**src/design/rtxq_pkg.sv**
```systemverilog
// Package for the xterm-256 quantizer: the pipeline item type, palette constants
// and small helper functions for level snapping and distances.
// No dependencies.
package rtxq_pkg;

  localparam int unsigned ChanW   = 8;
  localparam int unsigned LevelW  = 3;
  localparam int unsigned CubeDW  = 6;
  localparam int unsigned ErrW    = 18;
  localparam int unsigned IndexW  = 8;

  localparam int unsigned GreyCount  = 24;
  localparam int unsigned GreyFirst  = 232;
  localparam int unsigned GreyOffset = 8;
  localparam int unsigned GreyStep   = 10;

  localparam int unsigned CubeBase        = 16;
  localparam int unsigned CubeRedStride   = 36;
  localparam int unsigned CubeGreenStride = 6;

  // Snap thresholds: a channel above the threshold moves to the next level up.
  // Midpoints that fall on an integer go to the lower level.
  localparam logic [ChanW-1:0] Thresh0 = 8'd47;
  localparam logic [ChanW-1:0] Thresh1 = 8'd115;
  localparam logic [ChanW-1:0] Thresh2 = 8'd155;
  localparam logic [ChanW-1:0] Thresh3 = 8'd195;
  localparam logic [ChanW-1:0] Thresh4 = 8'd235;

  typedef struct packed {
    logic [ChanW-1:0]  red;
    logic [ChanW-1:0]  green;
    logic [ChanW-1:0]  blue;
    logic [IndexW-1:0] best_index;
    logic [ErrW-1:0]   best_err;
  } item_t;

  function automatic logic [ChanW-1:0] cube_level(input logic [LevelW-1:0] idx);
    logic [ChanW-1:0] lvl;
    case (idx)
      3'd0:    lvl = 8'd0;
      3'd1:    lvl = 8'd95;
      3'd2:    lvl = 8'd135;
      3'd3:    lvl = 8'd175;
      3'd4:    lvl = 8'd215;
      default: lvl = 8'd255;
    endcase
    return lvl;
  endfunction

  function automatic logic [LevelW-1:0] snap_index(input logic [ChanW-1:0] v);
    logic [LevelW-1:0] idx;
    if (v > Thresh4) begin
      idx = 3'd5;
    end else if (v > Thresh3) begin
      idx = 3'd4;
    end else if (v > Thresh2) begin
      idx = 3'd3;
    end else if (v > Thresh1) begin
      idx = 3'd2;
    end else if (v > Thresh0) begin
      idx = 3'd1;
    end else begin
      idx = 3'd0;
    end
    return idx;
  endfunction

  function automatic logic [ChanW-1:0] abs_diff(input logic [ChanW-1:0] a,
                                                input logic [ChanW-1:0] b);
    logic [ChanW-1:0] d;
    d = (a > b) ? (a - b) : (b - a);
    return d;
  endfunction

endpackage

```
**src/design/rtxq_cube_cell.sv**
```systemverilog
// Head cell of the quantizer chain: snaps each channel to the nearest cube level
// and forms the cube palette index and its squared distance over two stages.
// Depends on rtxq_pkg.
module rtxq_cube_cell (
  input  logic                            clk_i,
  input  logic                            rst_ni,
  input  logic                            valid_i,
  input  logic [rtxq_pkg::ChanW-1:0]      red_i,
  input  logic [rtxq_pkg::ChanW-1:0]      green_i,
  input  logic [rtxq_pkg::ChanW-1:0]      blue_i,
  output logic                            valid_o,
  output rtxq_pkg::item_t                 item_o
);

  // First stage: level indexes and per-channel distances to the snapped level.
  logic                            valid_a_q;
  logic [rtxq_pkg::ChanW-1:0]      red_a_q, green_a_q, blue_a_q;
  logic [rtxq_pkg::LevelW-1:0]     ri_a_q, gi_a_q, bi_a_q;
  logic [rtxq_pkg::CubeDW-1:0]     rd_a_q, gd_a_q, bd_a_q;

  logic [rtxq_pkg::LevelW-1:0]     ri_d, gi_d, bi_d;
  logic [rtxq_pkg::CubeDW-1:0]     rd_d, gd_d, bd_d;

  always_comb begin
    ri_d = rtxq_pkg::snap_index(red_i);
    gi_d = rtxq_pkg::snap_index(green_i);
    bi_d = rtxq_pkg::snap_index(blue_i);
    // The distance to the nearest level never exceeds 47, so six bits hold it.
    rd_d = rtxq_pkg::CubeDW'(rtxq_pkg::abs_diff(red_i,   rtxq_pkg::cube_level(ri_d)));
    gd_d = rtxq_pkg::CubeDW'(rtxq_pkg::abs_diff(green_i, rtxq_pkg::cube_level(gi_d)));
    bd_d = rtxq_pkg::CubeDW'(rtxq_pkg::abs_diff(blue_i,  rtxq_pkg::cube_level(bi_d)));
  end

  always_ff @(posedge clk_i or negedge rst_ni) begin
    if (!rst_ni) begin
      valid_a_q <= 1'b0;
    end else begin
      valid_a_q <= valid_i;
    end
  end

  always_ff @(posedge clk_i) begin
    red_a_q   <= red_i;
    green_a_q <= green_i;
    blue_a_q  <= blue_i;
    ri_a_q    <= ri_d;
    gi_a_q    <= gi_d;
    bi_a_q    <= bi_d;
    rd_a_q    <= rd_d;
    gd_a_q    <= gd_d;
    bd_a_q    <= bd_d;
  end

  // Second stage: squares, their sum and the cube index.
  logic                 valid_q;
  rtxq_pkg::item_t      item_q;
  rtxq_pkg::item_t      item_d;
  logic [2*rtxq_pkg::CubeDW-1:0] rsq, gsq, bsq;

  always_comb begin
    rsq = (2*rtxq_pkg::CubeDW)'(rd_a_q) * (2*rtxq_pkg::CubeDW)'(rd_a_q);
    gsq = (2*rtxq_pkg::CubeDW)'(gd_a_q) * (2*rtxq_pkg::CubeDW)'(gd_a_q);
    bsq = (2*rtxq_pkg::CubeDW)'(bd_a_q) * (2*rtxq_pkg::CubeDW)'(bd_a_q);
    item_d.red        = red_a_q;
    item_d.green      = green_a_q;
    item_d.blue       = blue_a_q;
    item_d.best_err   = rtxq_pkg::ErrW'(rsq) + rtxq_pkg::ErrW'(gsq)
                      + rtxq_pkg::ErrW'(bsq);
    item_d.best_index = rtxq_pkg::IndexW'(rtxq_pkg::CubeBase)
                      + rtxq_pkg::IndexW'(rtxq_pkg::CubeRedStride) * rtxq_pkg::IndexW'(ri_a_q)
                      + rtxq_pkg::IndexW'(rtxq_pkg::CubeGreenStride) * rtxq_pkg::IndexW'(gi_a_q)
                      + rtxq_pkg::IndexW'(bi_a_q);
  end

  always_ff @(posedge clk_i or negedge rst_ni) begin
    if (!rst_ni) begin
      valid_q <= 1'b0;
    end else begin
      valid_q <= valid_a_q;
    end
  end

  always_ff @(posedge clk_i) begin
    item_q <= item_d;
  end

  assign valid_o = valid_q;
  assign item_o  = item_q;

endmodule

```
**config.mk**
```make
export PLATFORM = sky130hd
export DESIGN_NAME = rtxq_cube_cell
export DESIGN_NICKNAME = d
export VERILOG_FILES = /design/src/design/rtxq_pkg.sv /design/src/design/rtxq_cube_cell.sv
export SDC_FILE = /design/constraint.sdc
export NUM_CORES = 1
export LEC_CHECK = 0
export BUFFER_PORTS_ARGS = -buffer_cell sky130_fd_sc_hd__buf_2
export CORE_AREA = 5 5 88 172
export DETAILED_ROUTE_END_ITERATION = 10
export DIE_AREA = 0 0 93 177
export GPL_ROUTABILITY_DRIVEN = 1
export PLACE_DENSITY = 0.76
export SLEW_MARGIN = 20
export SYNTH_ARGS = -nofsm -noshare
export SYNTH_HDL_FRONTEND = slang
export SYNTH_SLANG_ARGS = --single-unit
```
**constraint.sdc**
```tcl
create_clock -name clk_i -period 6.59 [get_ports clk_i]
set_input_delay 1.318 -clock clk_i [delete_from_list [all_inputs] [get_ports clk_i]]
set_output_delay 1.318 -clock clk_i [all_outputs]
set_load 0.01 [all_outputs]
```
* Yosys cells after proc, flatten, opt, wreduce, memory -nomap -nowiden
Index checks and enable logic that the tools add are counted.
** Storage, ports and cells
- Register bits :: 99
- Output and inout bits :: 51
- Word-level logic and storage cells :: 86
** Operators by class
- Add/subtract/negate cells :: 11
- Multipliers :: 5
- Magnitude comparators :: 18
- Equal/unequal tests :: 12
- Multiplexer cells :: 21
- Reduce and logical (&&, ||, !) cells :: 3
** Operators by type and width (count)
- case mux 8 bit (5 select lines) :: 3
- greater-than comparator 8 bit (second input constant) :: 9
- multiplier 6 x 6 -> 12 bit :: 3
- subtractor 6 bit :: 6
- greater-than comparator 8 x 6 -> 1 bit (second input constant) :: 3
- greater-than comparator 8 x 7 -> 1 bit (second input constant) :: 3
- greater-than comparator 8 bit :: 3
- == test 3 x 2 -> 1 bit (second input constant) :: 6
- 2-to-1 mux 3 bit :: 6
- 2-to-1 mux 6 bit :: 3
- adder 13 x 12 -> 14 bit :: 1
- adder 12 x 12 -> 13 bit :: 1
- 2-to-1 mux 2 bit :: 6
- == test 3 x 1 -> 1 bit (second input constant) :: 3
- == test 3 bit (second input constant) :: 3
- logical NOT 3 bit :: 3
- adder 5 x 8 -> 8 bit (first input constant) :: 1
- adder 8 x 3 -> 8 bit :: 1
- adder 8 x 6 -> 8 bit :: 1
- multiplier 4 x 3 -> 6 bit (first input constant) :: 1
- multiplier 2 x 3 -> 5 bit (first input constant) :: 1
- 2-to-1 mux 1 bit :: 3

* Logic depth before layout (Yosys ltp)
- Depth after elaboration :: 10
- Gate-level depth with buffers :: 22

* Worst setup path after synthesis
No wires, ideal clock.
- Kind :: register -> register
- From :: reg gd_a_q[0] in the netlist's numbering
- To :: reg item_q, in the netlist item_o[12]
- Library setup time :: 0.072 ns
- Arrival :: 5.390 ns
- Required time :: 6.518 ns
- Slack :: 1.128 ns
- Cell stages (with the launch flop) :: 20
- Cells stage by stage :: dfxtp_1 -> nand2_1 -> fa_1 -> fa_1 -> inv_1 -> fa_1 -> inv_1 -> fa_1 -> inv_1 -> fa_1 -> inv_1 -> fa_1 -> inv_1 -> ha_1 -> a21oi_1 -> o21bai_1 -> a2111o_1 -> a31o_2 -> a21oi_1 -> xnor2_1
** RTL lines
- start: declaration :: RTL line rtxq_cube_cell.sv:19 : logic [rtxq_pkg::CubeDW-1:0] rd_a_q, gd_a_q, bd_a_q;
- start signal: assignment :: RTL line rtxq_cube_cell.sv:50 : gd_a_q <= gd_d;
- end signal: assignment :: RTL line rtxq_cube_cell.sv:84 : item_q <= item_d;
- end: declaration :: RTL line rtxq_cube_cell.sv:56 : rtxq_pkg::item_t item_q;

==> run metrics <==
status=finished, final reports clean; Final Worst Setup Slack=788 ps; Initial Util=0.504; clock root cell=sky130_fd_sc_hd__clkbuf_16; Total Routed Length=13300 um; routed vias/inst=5.13; clock tree from TritonCTS=done; async set or reset register ratio after synthesis=0.0202; dominant register cell in the synthesized netlist=sky130_fd_sc_hd__dfxtp_1; synthesized area=6920 sq um; # fillers=1263; cell count after synthesis=698; die span in x=93 um; first-pass GRT wire length=22500 um; first-pass iteration count of the detailed router=4; Seq/Total Area, Yosys=0.288; DIE AREA=16500 sq um; total global routing track utilization=0.172; clk slew on worst S/H paths=70 ps; maximum net fanout on the critical path=8; cts repair resizes=0; number of failing hold endpoints at the final stage=0; mean routed wirelength per cell=14.2 um; pin count of the biggest net entering global routing=17; flop2flop setup slack=790 ps; final number of setup-violating endpoints=0; # DRC=0; Multi-input gate area=4330 sq um; total gr overflow=0; Chip Height=177 um; worst skew pair latency=340 ps; final standard cell utilization of the core=0.562; fin crit period=5800 ps; area delta synth->final=11.5%; Max-cap violations=0; Inserted Clock Buffers=9; Synth Register Bits=99; unique cell type count in the Yosys netlist=63; core footprint=13700 sq um; category of the most critical setup path=reg2reg; remaining antenna violation count after routing=0; portion of the clock cycle consumed by the worst path in the final layout=0.880; number of hold buffers added after CTS=0; routability congestion estimate from global placement=0.904; number of global-route vias before repair=5070; buffers from clock root to sink, at most=2; setup repair after global routing missed its margin=false; total routed wire length on the met1 layer=5190 um; number of top-level pins=78; routed wl met2=7250 um; transition at the pin with the smallest max-transition slack=587 ps; post-DP HPWL=11300 um; Post-synth EDFFs=0; Fin Hold WS=327 ps; syn_area_per_cell=9.92 sq um; share of cells above drive strength 1=0.132; Met3 Wirelength=477 um; data arrival time of the critical path=6070 ps; sink count of the clock tree=99; DRT iter0 DRCs=118; number of antenna violations at the first check in global routing=0; pre-CTS worst setup slack=782 ps; startpoint class of the critical path=register; setup tns final=0 ps; antenna diode count=0; relative max-transition margin=0.606; # rows=61; Total Nets Final=960; routed vias=4808; final-report max-slew violation count=0; count of yosys warnings during synthesis=0; H-tree level count=3; crit path capture type=register; Post-CTS Setup Inserts=0; class of the most critical hold timing path=reg2reg; # port buffers=73; Max Clock Skew=8.75 ps; Hold Path Depth=0; Reg2Reg Depth=19; Req. time, crit path=6860 ps; top routing layer in use=met4; achievable frequency=0.172 GHz; FF/Latch Area=1990 sq um
==> cells by family (layout without fill, tap and decap cells) <==
group / count (synthesis) / in the layout / share of synthesized area
adder cells (fa/ha/maj): 158 / 158 / 0.360
buffers and inverters: 157 / 237 / 0.0884
AND/OR/NAND/NOR: 128 / 128 / 0.0963
AO/OA/AOI/OAI: 115 / 115 / 0.113
flip-flops: 99 / 99 / 0.288
XOR/XNOR: 26 / 26 / 0.0329
multiplexers: 14 / 14 / 0.0215
other: 1 / 4 / 0.000542
==> metal layers <==
| layer | track usage | vias to the layer above |
|---|---|---|
| li1 | - | 2396 |
| met1 | 0.192 | 2298 |
| met2 | 0.314 | 88 |
| met3 | 0.0328 | 26 |
| met4 | 0.0728 | 0 |
| met5 | 0 | - |
==> sequential cells by signal, indices dropped and copies added, names as in the netlist, 3 cells and up <==
signal and cells:
rd_a_q 6, ri_a_q 3, gi_a_q 3, item_o 46, blue_a_q 8, bd_a_q 6
gd_a_q 6, bi_a_q 3, green_a_q 8, red_a_q 8
==> area by class of cell <==
cell class / count / share of cell area
Inverter: 148 / 0.0720
Tap cell: 157 / 0.0254
Timing Repair Buffer: 73 / 0.0473
Multi-Input combinational cell: 445 / 0.561
Clock buffer: 11 / 0.0314
Sequential cell: 99 / 0.258
Clock inverter: 5 / 0.00470
==> critical path: stages, from the launching register on <==
cell and delay (ps):
sky130_fd_sc_hd__dfxtp_1 480, sky130_fd_sc_hd__nand2_1 130, sky130_fd_sc_hd__fa_1 590, sky130_fd_sc_hd__fa_1 560, sky130_fd_sc_hd__inv_1 60, sky130_fd_sc_hd__fa_1 500
sky130_fd_sc_hd__inv_1 60, sky130_fd_sc_hd__fa_1 490, sky130_fd_sc_hd__inv_1 60, sky130_fd_sc_hd__fa_1 520, sky130_fd_sc_hd__inv_1 50, sky130_fd_sc_hd__fa_1 530
sky130_fd_sc_hd__inv_1 40, sky130_fd_sc_hd__ha_1 320, sky130_fd_sc_hd__a21oi_1 210, sky130_fd_sc_hd__o21bai_1 120, sky130_fd_sc_hd__a2111o_1 460, sky130_fd_sc_hd__a31o_2 240
sky130_fd_sc_hd__a21oi_1 170, sky130_fd_sc_hd__xnor2_1 130
==> synth_stat cells, types with 2 or more instances <==
cell | count | area (sq um)
sky130_fd_sc_hd__a211oi_1 | 6 | 45.0
sky130_fd_sc_hd__a21boi_0 | 2 | 15.0
sky130_fd_sc_hd__a21o_1 | 13 | 97.6
sky130_fd_sc_hd__a21oi_1 | 37 | 185
sky130_fd_sc_hd__a221o_1 | 2 | 20.0
sky130_fd_sc_hd__a221oi_1 | 2 | 17.5
sky130_fd_sc_hd__a31o_2 | 2 | 17.5
sky130_fd_sc_hd__a31oi_1 | 4 | 25.0
sky130_fd_sc_hd__and2_1 | 26 | 163
sky130_fd_sc_hd__and3_1 | 4 | 25.0
sky130_fd_sc_hd__and3b_1 | 2 | 17.5
sky130_fd_sc_hd__buf_4 | 4 | 30.0
sky130_fd_sc_hd__clkbuf_1 | 4 | 15.0
sky130_fd_sc_hd__dfrtp_1 | 2 | 50.1
sky130_fd_sc_hd__dfxtp_1 | 97 | 1940
sky130_fd_sc_hd__fa_1 | 69 | 1380
sky130_fd_sc_hd__ha_1 | 88 | 1100
sky130_fd_sc_hd__inv_1 | 148 | 556
sky130_fd_sc_hd__mux2_2 | 3 | 33.8
sky130_fd_sc_hd__mux2i_1 | 10 | 100
sky130_fd_sc_hd__nand2_1 | 38 | 143
sky130_fd_sc_hd__nand2b_1 | 3 | 18.8
sky130_fd_sc_hd__nand3_1 | 7 | 35.0
sky130_fd_sc_hd__nand3b_1 | 3 | 22.5
sky130_fd_sc_hd__nand4_1 | 4 | 25.0
sky130_fd_sc_hd__nor2_1 | 15 | 56.3
sky130_fd_sc_hd__nor2b_1 | 8 | 50.1
sky130_fd_sc_hd__nor3_1 | 9 | 45.0
sky130_fd_sc_hd__o21a_1 | 3 | 22.5
sky130_fd_sc_hd__o21ai_0 | 18 | 90.1
sky130_fd_sc_hd__o21bai_1 | 4 | 30.0
sky130_fd_sc_hd__o31a_1 | 2 | 17.5
sky130_fd_sc_hd__o31ai_1 | 4 | 30.0
sky130_fd_sc_hd__or2_2 | 2 | 12.5
sky130_fd_sc_hd__xnor2_1 | 19 | 166
sky130_fd_sc_hd__xor2_1 | 7 | 61.3
==> path summary, 6_finish.rpt <==
path	start	to
worst max-delay path	bd_a_q[0]	item_o[12]
worst min-delay path	green_a_q[7]	item_o[41]
worst max register to register	bd_a_q[0]	item_o[12]
worst min register to register	green_a_q[7]	item_o[41]
max in group asynchronous	rst_ni	valid_o
min in group asynchronous	rst_ni	valid_a_q
==> cell usage in the layout (no fill, tap or decap), types with 4 or more instances in the layout <==
cell | netlist | layout
sky130_fd_sc_hd__a211oi_1 | 6 | 6
sky130_fd_sc_hd__a21o_1 | 13 | 13
sky130_fd_sc_hd__a21oi_1 | 37 | 37
sky130_fd_sc_hd__a31oi_1 | 4 | 4
sky130_fd_sc_hd__and2_1 | 26 | 26
sky130_fd_sc_hd__and3_1 | 4 | 4
sky130_fd_sc_hd__buf_2 | 0 | 73
sky130_fd_sc_hd__clkbuf_16 | 0 | 9
sky130_fd_sc_hd__conb_1 | 1 | 4
sky130_fd_sc_hd__dfxtp_1 | 97 | 97
sky130_fd_sc_hd__fa_1 | 69 | 69
sky130_fd_sc_hd__ha_1 | 88 | 88
sky130_fd_sc_hd__inv_1 | 148 | 148
sky130_fd_sc_hd__mux2i_1 | 10 | 10
sky130_fd_sc_hd__nand2_1 | 38 | 38
sky130_fd_sc_hd__nand3_1 | 7 | 7
sky130_fd_sc_hd__nand4_1 | 4 | 4
sky130_fd_sc_hd__nor2_1 | 15 | 15
sky130_fd_sc_hd__nor2b_1 | 8 | 8
sky130_fd_sc_hd__nor3_1 | 9 | 9
sky130_fd_sc_hd__o21ai_0 | 18 | 18
sky130_fd_sc_hd__o21bai_1 | 4 | 4
sky130_fd_sc_hd__o31ai_1 | 4 | 4
sky130_fd_sc_hd__xnor2_1 | 19 | 19
sky130_fd_sc_hd__xor2_1 | 7 | 7
==> metrics by stage <==
| stage | instances | area (sq um) |
|---|---|---|
| 2_1_floorplan | 701 | 6930 |
| 3_3_place_gp | 922 | 7440 |
| 3_5_place_dp | 922 | 7440 |
| 4_1_cts | 938 | 7720 |
| 5_1_grt | 938 | 7720 |
| 6_report | 938 | 7720 |
Power is not shown: default switching activity piles up to over one toggle a cycle in this logic, so the estimate is an artifact.
