**src/design/rtxq_pkg.sv**
```systemverilog
// Package for the xterm-256 quantizer: the pipeline item type, palette constants
// and small helper functions for level snapping and distances.
// No dependencies.
package rtxq_pkg;

  localparam int unsigned ChanW   = 8;
  localparam int unsigned LevelW  = 3;
  localparam int unsigned CubeDW  = 6;
  localparam int unsigned ErrW    = 18;
  localparam int unsigned IndexW  = 8;

  localparam int unsigned GreyCount  = 24;
  localparam int unsigned GreyFirst  = 232;
  localparam int unsigned GreyOffset = 8;
  localparam int unsigned GreyStep   = 10;

  localparam int unsigned CubeBase        = 16;
  localparam int unsigned CubeRedStride   = 36;
  localparam int unsigned CubeGreenStride = 6;

  // Snap thresholds: a channel above the threshold moves to the next level up.
  // Midpoints that fall on an integer go to the lower level.
  localparam logic [ChanW-1:0] Thresh0 = 8'd47;
  localparam logic [ChanW-1:0] Thresh1 = 8'd115;
  localparam logic [ChanW-1:0] Thresh2 = 8'd155;
  localparam logic [ChanW-1:0] Thresh3 = 8'd195;
  localparam logic [ChanW-1:0] Thresh4 = 8'd235;

  typedef struct packed {
    logic [ChanW-1:0]  red;
    logic [ChanW-1:0]  green;
    logic [ChanW-1:0]  blue;
    logic [IndexW-1:0] best_index;
    logic [ErrW-1:0]   best_err;
  } item_t;

  function automatic logic [ChanW-1:0] cube_level(input logic [LevelW-1:0] idx);
    logic [ChanW-1:0] lvl;
    case (idx)
      3'd0:    lvl = 8'd0;
      3'd1:    lvl = 8'd95;
      3'd2:    lvl = 8'd135;
      3'd3:    lvl = 8'd175;
      3'd4:    lvl = 8'd215;
      default: lvl = 8'd255;
    endcase
    return lvl;
  endfunction

  function automatic logic [LevelW-1:0] snap_index(input logic [ChanW-1:0] v);
    logic [LevelW-1:0] idx;
    if (v > Thresh4) begin
      idx = 3'd5;
    end else if (v > Thresh3) begin
      idx = 3'd4;
    end else if (v > Thresh2) begin
      idx = 3'd3;
    end else if (v > Thresh1) begin
      idx = 3'd2;
    end else if (v > Thresh0) begin
      idx = 3'd1;
    end else begin
      idx = 3'd0;
    end
    return idx;
  endfunction

  function automatic logic [ChanW-1:0] abs_diff(input logic [ChanW-1:0] a,
                                                input logic [ChanW-1:0] b);
    logic [ChanW-1:0] d;
    d = (a > b) ? (a - b) : (b - a);
    return d;
  endfunction

endpackage

```
**src/design/rtxq_grey_cell.sv**
```systemverilog
// One grey cell of the quantizer chain: checks one grey palette entry against
// the best entry so far and hands the updated item to the next cell.
// Depends on rtxq_pkg.
module rtxq_grey_cell (
  input  logic                             clk_i,
  input  logic                             rst_ni,
  input  logic [rtxq_pkg::ChanW-1:0]       grey_i,
  input  logic [rtxq_pkg::IndexW-1:0]      grey_index_i,
  input  logic                             valid_i,
  input  rtxq_pkg::item_t                  item_i,
  output logic                             valid_o,
  output rtxq_pkg::item_t                  item_o
);

  logic                        valid_q;
  rtxq_pkg::item_t             item_q;
  rtxq_pkg::item_t             item_d;
  logic [rtxq_pkg::ChanW-1:0]  rd, gd, bd;
  logic [2*rtxq_pkg::ChanW-1:0] rsq, gsq, bsq;
  logic [rtxq_pkg::ErrW-1:0]   err;

  always_comb begin
    rd  = rtxq_pkg::abs_diff(item_i.red,   grey_i);
    gd  = rtxq_pkg::abs_diff(item_i.green, grey_i);
    bd  = rtxq_pkg::abs_diff(item_i.blue,  grey_i);
    rsq = (2*rtxq_pkg::ChanW)'(rd) * (2*rtxq_pkg::ChanW)'(rd);
    gsq = (2*rtxq_pkg::ChanW)'(gd) * (2*rtxq_pkg::ChanW)'(gd);
    bsq = (2*rtxq_pkg::ChanW)'(bd) * (2*rtxq_pkg::ChanW)'(bd);
    err = rtxq_pkg::ErrW'(rsq) + rtxq_pkg::ErrW'(gsq) + rtxq_pkg::ErrW'(bsq);
    item_d = item_i;
    // Only a strictly smaller distance replaces the best so far.
    if (err < item_i.best_err) begin
      item_d.best_err   = err;
      item_d.best_index = grey_index_i;
    end
  end

  always_ff @(posedge clk_i or negedge rst_ni) begin
    if (!rst_ni) begin
      valid_q <= 1'b0;
    end else begin
      valid_q <= valid_i;
    end
  end

  always_ff @(posedge clk_i) begin
    item_q <= item_d;
  end

  assign valid_o = valid_q;
  assign item_o  = item_q;

endmodule

```
**config.mk**
```make
export PLATFORM = sky130hd
export DESIGN_NAME = rtxq_grey_cell
export DESIGN_NICKNAME = d
export VERILOG_FILES = /design/src/design/rtxq_pkg.sv /design/src/design/rtxq_grey_cell.sv
export SDC_FILE = /design/constraint.sdc
export NUM_CORES = 1
export LEC_CHECK = 0
export ABC_CLOCK_PERIOD_IN_PS = 800
export BUFFER_PORTS_ARGS = -buffer_cell sky130_fd_sc_hd__buf_2
export CAP_MARGIN = 20
export CORE_UTILIZATION = 46
export CTS_CLUSTER_DIAMETER = 60
export DETAILED_ROUTE_END_ITERATION = 10
export PLACE_DENSITY = 0.74
export SYNTH_ARGS = -nofsm -noshare
export SYNTH_HDL_FRONTEND = slang
export SYNTH_SLANG_ARGS = --single-unit
```
**constraint.sdc**
```tcl
create_clock -name clk_i -period 0.8 [get_ports clk_i]
set_input_delay 0.04 -clock clk_i [delete_from_list [all_inputs] [get_ports clk_i]]
set_output_delay 0.04 -clock clk_i [all_outputs]
set_load 0.01 [all_outputs]
```
* Yosys cells after proc, flatten, opt, wreduce, memory -nomap -nowiden
Cells that the tools add are included.
Storage, ports and cells: flip-flop bits (word level) 51
Operators by class: $add $sub $neg 8, multiply operators 3, muxes and demuxes 4, order comparisons 4
Operators with widths (number):
- 8-bit by 8-bit multiplier with 16-bit output | 3
- 8-bit subtractor | 6
- 26-bit 2-to-1 mux | 1
- 8-bit greater-than comparator | 3
- 8-bit 2-to-1 mux | 3
- 17-bit by 16-bit adder with 18-bit output | 1
- 18-bit less-than comparator | 1
- 16-bit by 16-bit adder with 17-bit output | 1

* Longest topological paths before layout
Gate-level depths: netlist of run 1.
depth in word-level cells 7, mapped depth 41, gate-level depth less buffers 38

* Least setup slack after synthesis of run 1
OpenSTA, ideal clock, no wires.
kind input-to-reg, start point input port item_i[42] in the netlist's numbering, end point register item_q (netlist bit item_o[10]), stages on the path 38, library setup time 121 ps, arrival 8936 ps, slack -8257 ps, data required time 679 ps, cells stage by stage inv_1 > ha_1 > inv_1 > fa_1 > a21o_1 > a221oi_2 > o22ai_1 > buf_6 > a311oi_1 > a21oi_1 > xnor2_1 > buf_4 > nor2_1 > fa_1 > fa_1 > inv_1 > fa_1 > fa_1 > [... 2 more ...] > fa_1 > inv_1 > fa_1 > inv_1 > ha_1 > a21o_1 > a21oi_1 > a21boi_0 > and4_1 > o41ai_1 > xnor2_1 > ha_1 > a21o_1 > a21o_1 > a221o_1 > clkbuf_1 > buf_2 > mux2_2
RTL lines:
- start, declared | RTL line rtxq_grey_cell.sv:10 | input rtxq_pkg::item_t item_i,
- end signal, assigned | RTL line rtxq_grey_cell.sv:47 | item_q <= item_d;
- end, declared | RTL line rtxq_grey_cell.sv:16 | rtxq_pkg::item_t item_q;

==> flow_summary.yaml, run 1 <==
run_status:
  status: "complete, but fails checks"
  violations: "setup timing"
place:
  dp_hpwl_mm: 19.1
  place_inst: 1565
  portBuffers: 119
  gp_congestion: 0.918
  pre_cts_ws_ns: -8.35
clock_tree:
  cts.sinks: 51
  cts_tree: "done"
  cts-buffers-inserted: 5
  clock_path_buffers: 2
  htreeDepth: 2
  clkTransAtPathRegs_ns: 0.08
  cts_root_buf: "clkbuf_16"
timing:
  holdWs_ns: 0.0204
  worst_pin_slew_ns: 0.481
  finalHoldViolCount: 0
  drv_slew: 0
  maxSlewHeadroom_pct: 67.6
  finalCritPeriodShare_pct: 1110
  layout_min_cycle_time_ns: 8.88
  setup_viol_count_final: 33
  fmaxAchievable_mhz: 113
  setup_ws_ns: -8.08
  rsz0062_at_grt: "true"
logic_synthesis:
  synth_top_area_cell: "fa_1"
  synth_seq_area_share_pct: 11.2
  synth_cells: 990
  synth_seq_cells: 51
  ys_types: 58
  syn_area_per_cell_sq_um: 9.23
  async_flop_share_pct: 1.96
  syn-num-nets: 1339
  yosysMostFrequentCell: "inv_1"
  synth-edff-count: 0
  netlist_top_cells_area: "fa_1, ha_1, dfxtp_1, inv_1, nor2_1"
  synth.top_cell.area_share_pct: 30.4
  synth_commonest_cells: "inv_1, ha_1, fa_1, nor2_1, dfxtp_1"
  synthFlopType: "dfxtp_1"
  ys_warn_count: 0
  syn_area_sq_um: 9140
detailed_routing:
  drt_pre_antenna_iters: 5
  antenna_left: 0
  wl_per_cell_um: 16.6
  drc: 0
  dr_total_vias: 8418
  routed_via_density: 5.07
  drt_iter0_drc: 411
  routed_wl_mm: 27.6
min_path:
  min_path_type: "input pin to async pin"
finish:
  drive_above_1_share_pct: 36.1
  syn2layout_area_growth_pct: 43.7
  antenna_cells: 0
  nNetsFinal: 1742
  final_cells: 1659
setup_path:
  crit_required_ns: 1.00
  max_stage_delay_ns: 0.55
  crit_path_end_kind: "flop"
  cp-start-kind: "input pin"
  critPathKind: "input pin to flop"
  path_max_fanout: 11
  arrival_ns: 9.08
  cpMaxStageDelayCell: "fa_1"
  path_delay_family: "adder cells"
  critPathBufInv: 13
  cpMostUsedCell: "fa_1"
floorplanning:
  die_x_um: 143
  core_sq_um: 19500
  die_h_um: 143
  num_io_pins: 120
  row_count: 51
  die_area_sq_um: 20400
  initial_core_util_pct: 47.0
flow_run:
  cap_violations: 0
global_route:
  grt_pass1_wl_mm: 42.3
  grt_max_degree: 18
  track_usage_pct: 26.7
  antenna_found_initial: 0
  overflow: 0
  grt_pass1_vias: 9180
[path summary, 6_finish.rpt]
check | from | endpoint | slack [ns] | depth (start not counted)
setup / recovery | item_i[42] | item_o[12]$_DFF_P_ | -8.08 | 41
hold / removal | rst_ni | valid_o$_DFF_PN0_ | 0.02 | 2
max in group asynchronous | rst_ni | valid_o$_DFF_PN0_ | 0.70 | 2
min in group clk_i | item_i[15] | item_o[15]$_DFF_P_ | 0.05 | 2
[state kept, by name (all words and copies together), names as in the netlist]
name,flops
valid_o,1
item_o,50
[through the flow]
stage / cell area [sq um] / utilization, % / setup TNS [ns]
2_1_floorplan: 9300 / - / -198.00
3_3_place_gp: 11700 / 60.0 / -213.54
3_5_place_dp: 11700 / 60.0 / -216.61
4_1_cts: 12700 / 65.3 / -205.14
5_1_grt: 13100 / 67.5 / -218.16
6_report: 13100 / 67.5 / -209.51
[layout make-up]
class | count | area, sq um
multi-input combinational | 659 | 7350
timing repair buffer | 416 | 3250
clock buffer | 5 | 125
inverter | 260 | 995
clock inverter | 3 | 23.8
sequential | 51 | 1060
fill | 1346 | 6330
tap | 265 | 332
[cells by family after synthesis]
family	Yosys count	share of synthesized area, %
fa+ha+maj	280	49.8
simple gates	173	9.01
buf+inv	280	11.9
mux	39	4.92
xor+xnor	35	3.77
flops	51	11.2
compound gates	132	9.39
[layout by cell type (no fill, tap or decap), drive strengths merged, types with 3 or more instances in the layout]
cell	n
o21bai	11
xnor2	21
and3	5
fa	139
mux2	27
a21o	17
or2	13
xor2	14
nand2b	15
dlygate4sd3	58
dfxtp	50
nand3	4
ha	141
a21oi	43
and4	4
buf	358
a21boi	4
clkinvlp	3
a31oi	5
mux2i	12
nor2	82
a211oi	9
o21ai	21
o21a	4
and2	6
nor2b	5
a221o	3
inv	260
nand4	8
a221oi	3
nand2	24
clkbuf	5
[routing by layer]
metal / vias to the layer above / track usage (%) / routed length [um]
met3: 112 / 3.72 / 1330
met1: 4104 / 29.5 / 10300
met2: 303 / 50.4 / 14600
met5: - / 0 / 0
met4: 0 / 11.9 / 1340
li1: 3899 / - / -
[what timing repair did]
item	in CTS	in global routing
gates resized for setup	37	80
setup endpoints to repair	31	74
pin swaps	29	30
endpoints found under the hold margin	50	0
gates cloned	2	0
hold buffers	58	0
buffers inserted	12	14
Power of run 1 is not shown: default switching activity piles up to over one toggle a cycle in this logic, so the estimate is an artifact.
==> run 2: changes to the inputs <==
==> constraint.sdc (replaced) <==
create_clock -name clk_i -period 0.8 [get_ports clk_i]
set_input_delay 0.16 -clock clk_i [delete_from_list [all_inputs] [get_ports clk_i]]
set_output_delay 0.16 -clock clk_i [all_outputs]
set_load 0.01 [all_outputs]
==> flow_summary.yaml, run 2 (synthesis results as in run 1) <==
detailed_routing:
  wl_per_cell_um: 14.9
  routed_wl_mm: 23.9
  routed_via_density: 4.89
  antenna_left: 0
  dr_total_vias: 7869
  drt_pre_antenna_iters: 5
  drc: 0
  drt_iter0_drc: 275
clock_tree:
  cts_tree: "done"
  clkTransAtPathRegs_ns: 0.08
  cts.sinks: 51
  cts_root_buf: "clkbuf_16"
  clock_path_buffers: 2
  htreeDepth: 2
  cts-buffers-inserted: 5
finish:
  seq_area_sq_um: 1050
  layout_common_cells: "inv_1, buf_4, ha_1"
  syn2layout_area_growth_pct: 37.6
  multiInputGateArea_sq_um: 7340
  fillerInstances: 1472
  fin_area_sq_um: 12600
  layout_commonest_cell: "inv_1"
  nNetsFinal: 1692
  drive_above_1_share_pct: 36.1
  antenna_cells: 0
  largest_reg_flops: 50
timing:
  setup_ws_ns: -8.22
  holdWs_ns: 0.00744
  finalHoldViolCount: 0
  worst_pin_slew_ns: 0.485
  fmaxAchievable_mhz: 111
  maxSlewHeadroom_pct: 67.5
  layout_min_cycle_time_ns: 9.02
  setup_tns_ns: -218.23
  drv_slew: 0
  finalCritPeriodShare_pct: 1130
  rsz0062_at_grt: "true"
  setup_viol_count_final: 77
floorplanning:
  num_io_pins: 120
  row_count: 51
  core_sq_um: 19500
  initial_core_util_pct: 47.0
  die_h_um: 143
  die_x_um: 143
  die_area_sq_um: 20400
setup_path:
  crit_path_end_kind: "flop"
  cpMaxStageDelayCell: "fa_1"
  critPathKind: "input pin to flop"
  path_delay_family: "adder cells"
  cpMostUsedCell: "fa_1"
  cp-start-kind: "input pin"
  crit_required_ns: 1.00
  max_stage_delay_ns: 0.53
  critPathBufInv: 11
  path_max_fanout: 11
  arrival_ns: 9.22
place:
  placed_area_sq_um: 11700
  pre_cts_ws_ns: -8.48
  gp_congestion: 0.921
  dp_hpwl_mm: 19.4
  portBuffers: 119
run_status:
  status: "complete, but fails checks"
  violations: "setup timing"
global_route:
  overflow: 0
  grt_pass1_wl_mm: 38.5
  grt_max_degree: 18
  antenna_found_initial: 0
  grt_pass1_vias: 8520
  track_usage_pct: 24.3
flow_run:
  cap_violations: 0
min_path:
  min_path_type: "input pin to flop"
## run 2: cell types whose count changed in the layout (fill, tap and decap cells not counted), sizes merged
cell         before  now
dlygate4sd3      58   17
buf             358  349
## run 2: final cells by class
| type | count | area share [%] |
|---|---|---|
| Sequential cell | 51 | 8.36 |
| Clock inverter | 3 | 0.189 |
| Clock buffer | 5 | 0.995 |
| Tap cell | 265 | 2.64 |
| Inverter | 260 | 7.89 |
| Timing Repair Buffer | 366 | 21.6 |
| Multi-Input combinational cell | 659 | 58.4 |
## run 2: final timing paths
path                             from            endpoint  slack, ns  cells after the start
setup / recovery           item_i[42]  item_o[10]$_DFF_P_      -8.22                     41
hold / removal             item_i[44]  item_o[44]$_DFF_P_      0.007                      1
max in group asynchronous      rst_ni   valid_o$_DFF_PN0_       0.58                      2
min in group asynchronous      rst_ni   valid_o$_DFF_PN0_       0.14                      2
## run 2: timing repair
action,4_1_cts,5_1_grt
gates resized for setup,46,52
endpoints found under the setup margin,77,77
setup buffers,10,7
endpoints found under the hold margin,17,0
pin swaps,6,27
cloned,2,0
hold buffers,17,0
## run 2: layer usage
metal / up-vias / GRT usage [%] / share of wire (%)
li1: 3786 / - / -
met1: 3825 / 27.6 / 39
met2: 203 / 46.0 / 53
met3: 55 / 3.52 / 4.4
met4: 0 / 8.26 / 3.0
met5: - / 0 / 0
## run 2: stage by stage
| step | instances | util (%) |
|---|---|---|
| after floorplan | 990 | - |
| after global placement | 1565 | 60.0 |
| after detailed placement | 1565 | 60.0 |
| after CTS | 1602 | 63.3 |
| after global routing | 1609 | 64.6 |
| final | 1609 | 64.6 |
Power of run 2 is left out for the same reason.
==> run 3: changes to the inputs <==
CTS_CLUSTER_SIZE = 25   (was not set)
SETUP_SLACK_MARGIN = 0.3   (was not set)
==> flow_summary.yaml, run 3 (synthesis results as in run 1) <==
detailed_routing:
  drt_iter0_drc: 275
  wl_per_cell_um: 14.8
  antenna_left: 0
  dr_total_vias: 7811
  drt_pre_antenna_iters: 5
  routed_via_density: 4.90
  routed_wl_mm: 23.6
  drc: 0
floorplanning:
  die_area_sq_um: 20400
  initial_core_util_pct: 47.0
  die_h_um: 143
  core_sq_um: 19500
  num_io_pins: 120
  row_count: 51
  die_x_um: 143
setup_path:
  cpMaxStageDelayCell: "fa_1"
  cp-start-kind: "input pin"
  arrival_ns: 9.22
  path_max_fanout: 11
  crit_path_end_kind: "flop"
  crit_required_ns: 1.00
  max_stage_delay_ns: 0.53
  critPathKind: "input pin to flop"
  cpMostUsedCell: "fa_1"
place:
  gp_congestion: 0.921
  dp_hpwl_mm: 19.4
  place_inst: 1565
  portBuffers: 119
finish:
  final_cells: 1593
  fin_util_pct: 63.8
  antenna_cells: 0
  layout_commonest_cell: "inv_1"
  largest_reg_flops: 50
  drive_above_1_share_pct: 36.4
  layout_common_cells: "inv_1, buf_4, ha_1"
  nNetsFinal: 1676
  fillerInstances: 1496
  syn2layout_area_growth_pct: 35.8
clock_tree:
  cts-buffers-inserted: 5
  cts_root_buf: "clkbuf_16"
  clkTransAtPathRegs_ns: 0.08
  cts_hold_buf: 1
  htreeDepth: 2
  clock_path_buffers: 2
  cts_tree: "done"
  cts.sinks: 51
timing:
  setup_tns_ns: -218.39
  finalCritPeriodShare_pct: 1130
  worst_pin_slew_ns: 0.483
  setup_viol_count_final: 77
  layout_min_cycle_time_ns: 9.03
  finalHoldViolCount: 15
  setup_ws_ns: -8.23
  rsz0062_at_grt: "true"
  maxSlewHeadroom_pct: 67.6
  fmaxAchievable_mhz: 111
  drv_slew: 0
  holdWs_ns: -0.0513
min_path:
  min_path_type: "input pin to flop"
flow_run:
  cap_violations: 0
global_route:
  antenna_found_initial: 0
  grt_pass1_wl_mm: 37.9
  grt_max_degree: 18
  overflow: 0
  track_usage_pct: 23.9
  grt_pass1_vias: 8348
run_status:
  violations: "hold timing, setup timing"
  status: "complete, but fails checks"
run 3: worst paths after layout:
kind	startpoint	to	slack [ns]	cells after the start
worst max-delay path	item_i[42]	item_o[10]$_DFF_P_	-8.23	41
worst min-delay path	valid_i	valid_o$_DFF_PN0_	-0.05	1
max in group asynchronous	rst_ni	valid_o$_DFF_PN0_	0.58	2
min in group asynchronous	rst_ni	valid_o$_DFF_PN0_	0.14	2
run 3: worst max-delay path, delay by kind of cell:
family	cells	cell delay, ns
buffers and inverters	11	0.92
AND/OR/NAND/NOR	5	0.64
adder cells (fa/ha/maj)	11	4.56
multiplexers	2	0.50
XOR/XNOR	2	0.49
AO/OA/AOI/OAI	10	1.92
run 3: metal layers:
layer / global-route usage, % / vias to the layer above / wire (um)
met3: 3.39 / 53 / 1070
li1: - / 3750 / -
met1: 27.5 / 3797 / 9310
met4: 7.81 / 0 / 711
met5: 0 / - / 0
met2: 45.1 / 211 / 12500
run 3: stage by stage:
step / hold slack (ns) / cell area (sq um) / setup slack [ns]
after global routing: -0.0591 / 12400 / -8.56
after floorplan: -0.136 / 9300 / -7.79
after global placement: -0.0646 / 11700 / -8.36
after detailed placement: -0.0638 / 11700 / -8.48
after CTS: -0.0566 / 12200 / -7.94
final: -0.0513 / 12400 / -8.23
run 3: final cells by class:
class | instances | area, sq um | share of cell area (%)
multi-input combinational | 659 | 7330 | 59.1
clock inverter | 3 | 23.8 | 0.191
timing repair buffer | 350 | 2560 | 20.6
clock buffer | 5 | 125 | 1.01
tap | 265 | 332 | 2.67
inverter | 260 | 992 | 7.99
sequential | 51 | 1050 | 8.48
run 3: what timing repair did:
action,in CTS,in global routing
cloned,2,0
gates resized for setup,46,53
endpoints found under the hold margin,17,15
pin swaps,6,27
setup endpoints to repair,77,77
buffers inserted,10,7
Power of run 3 is left out for the same reason.
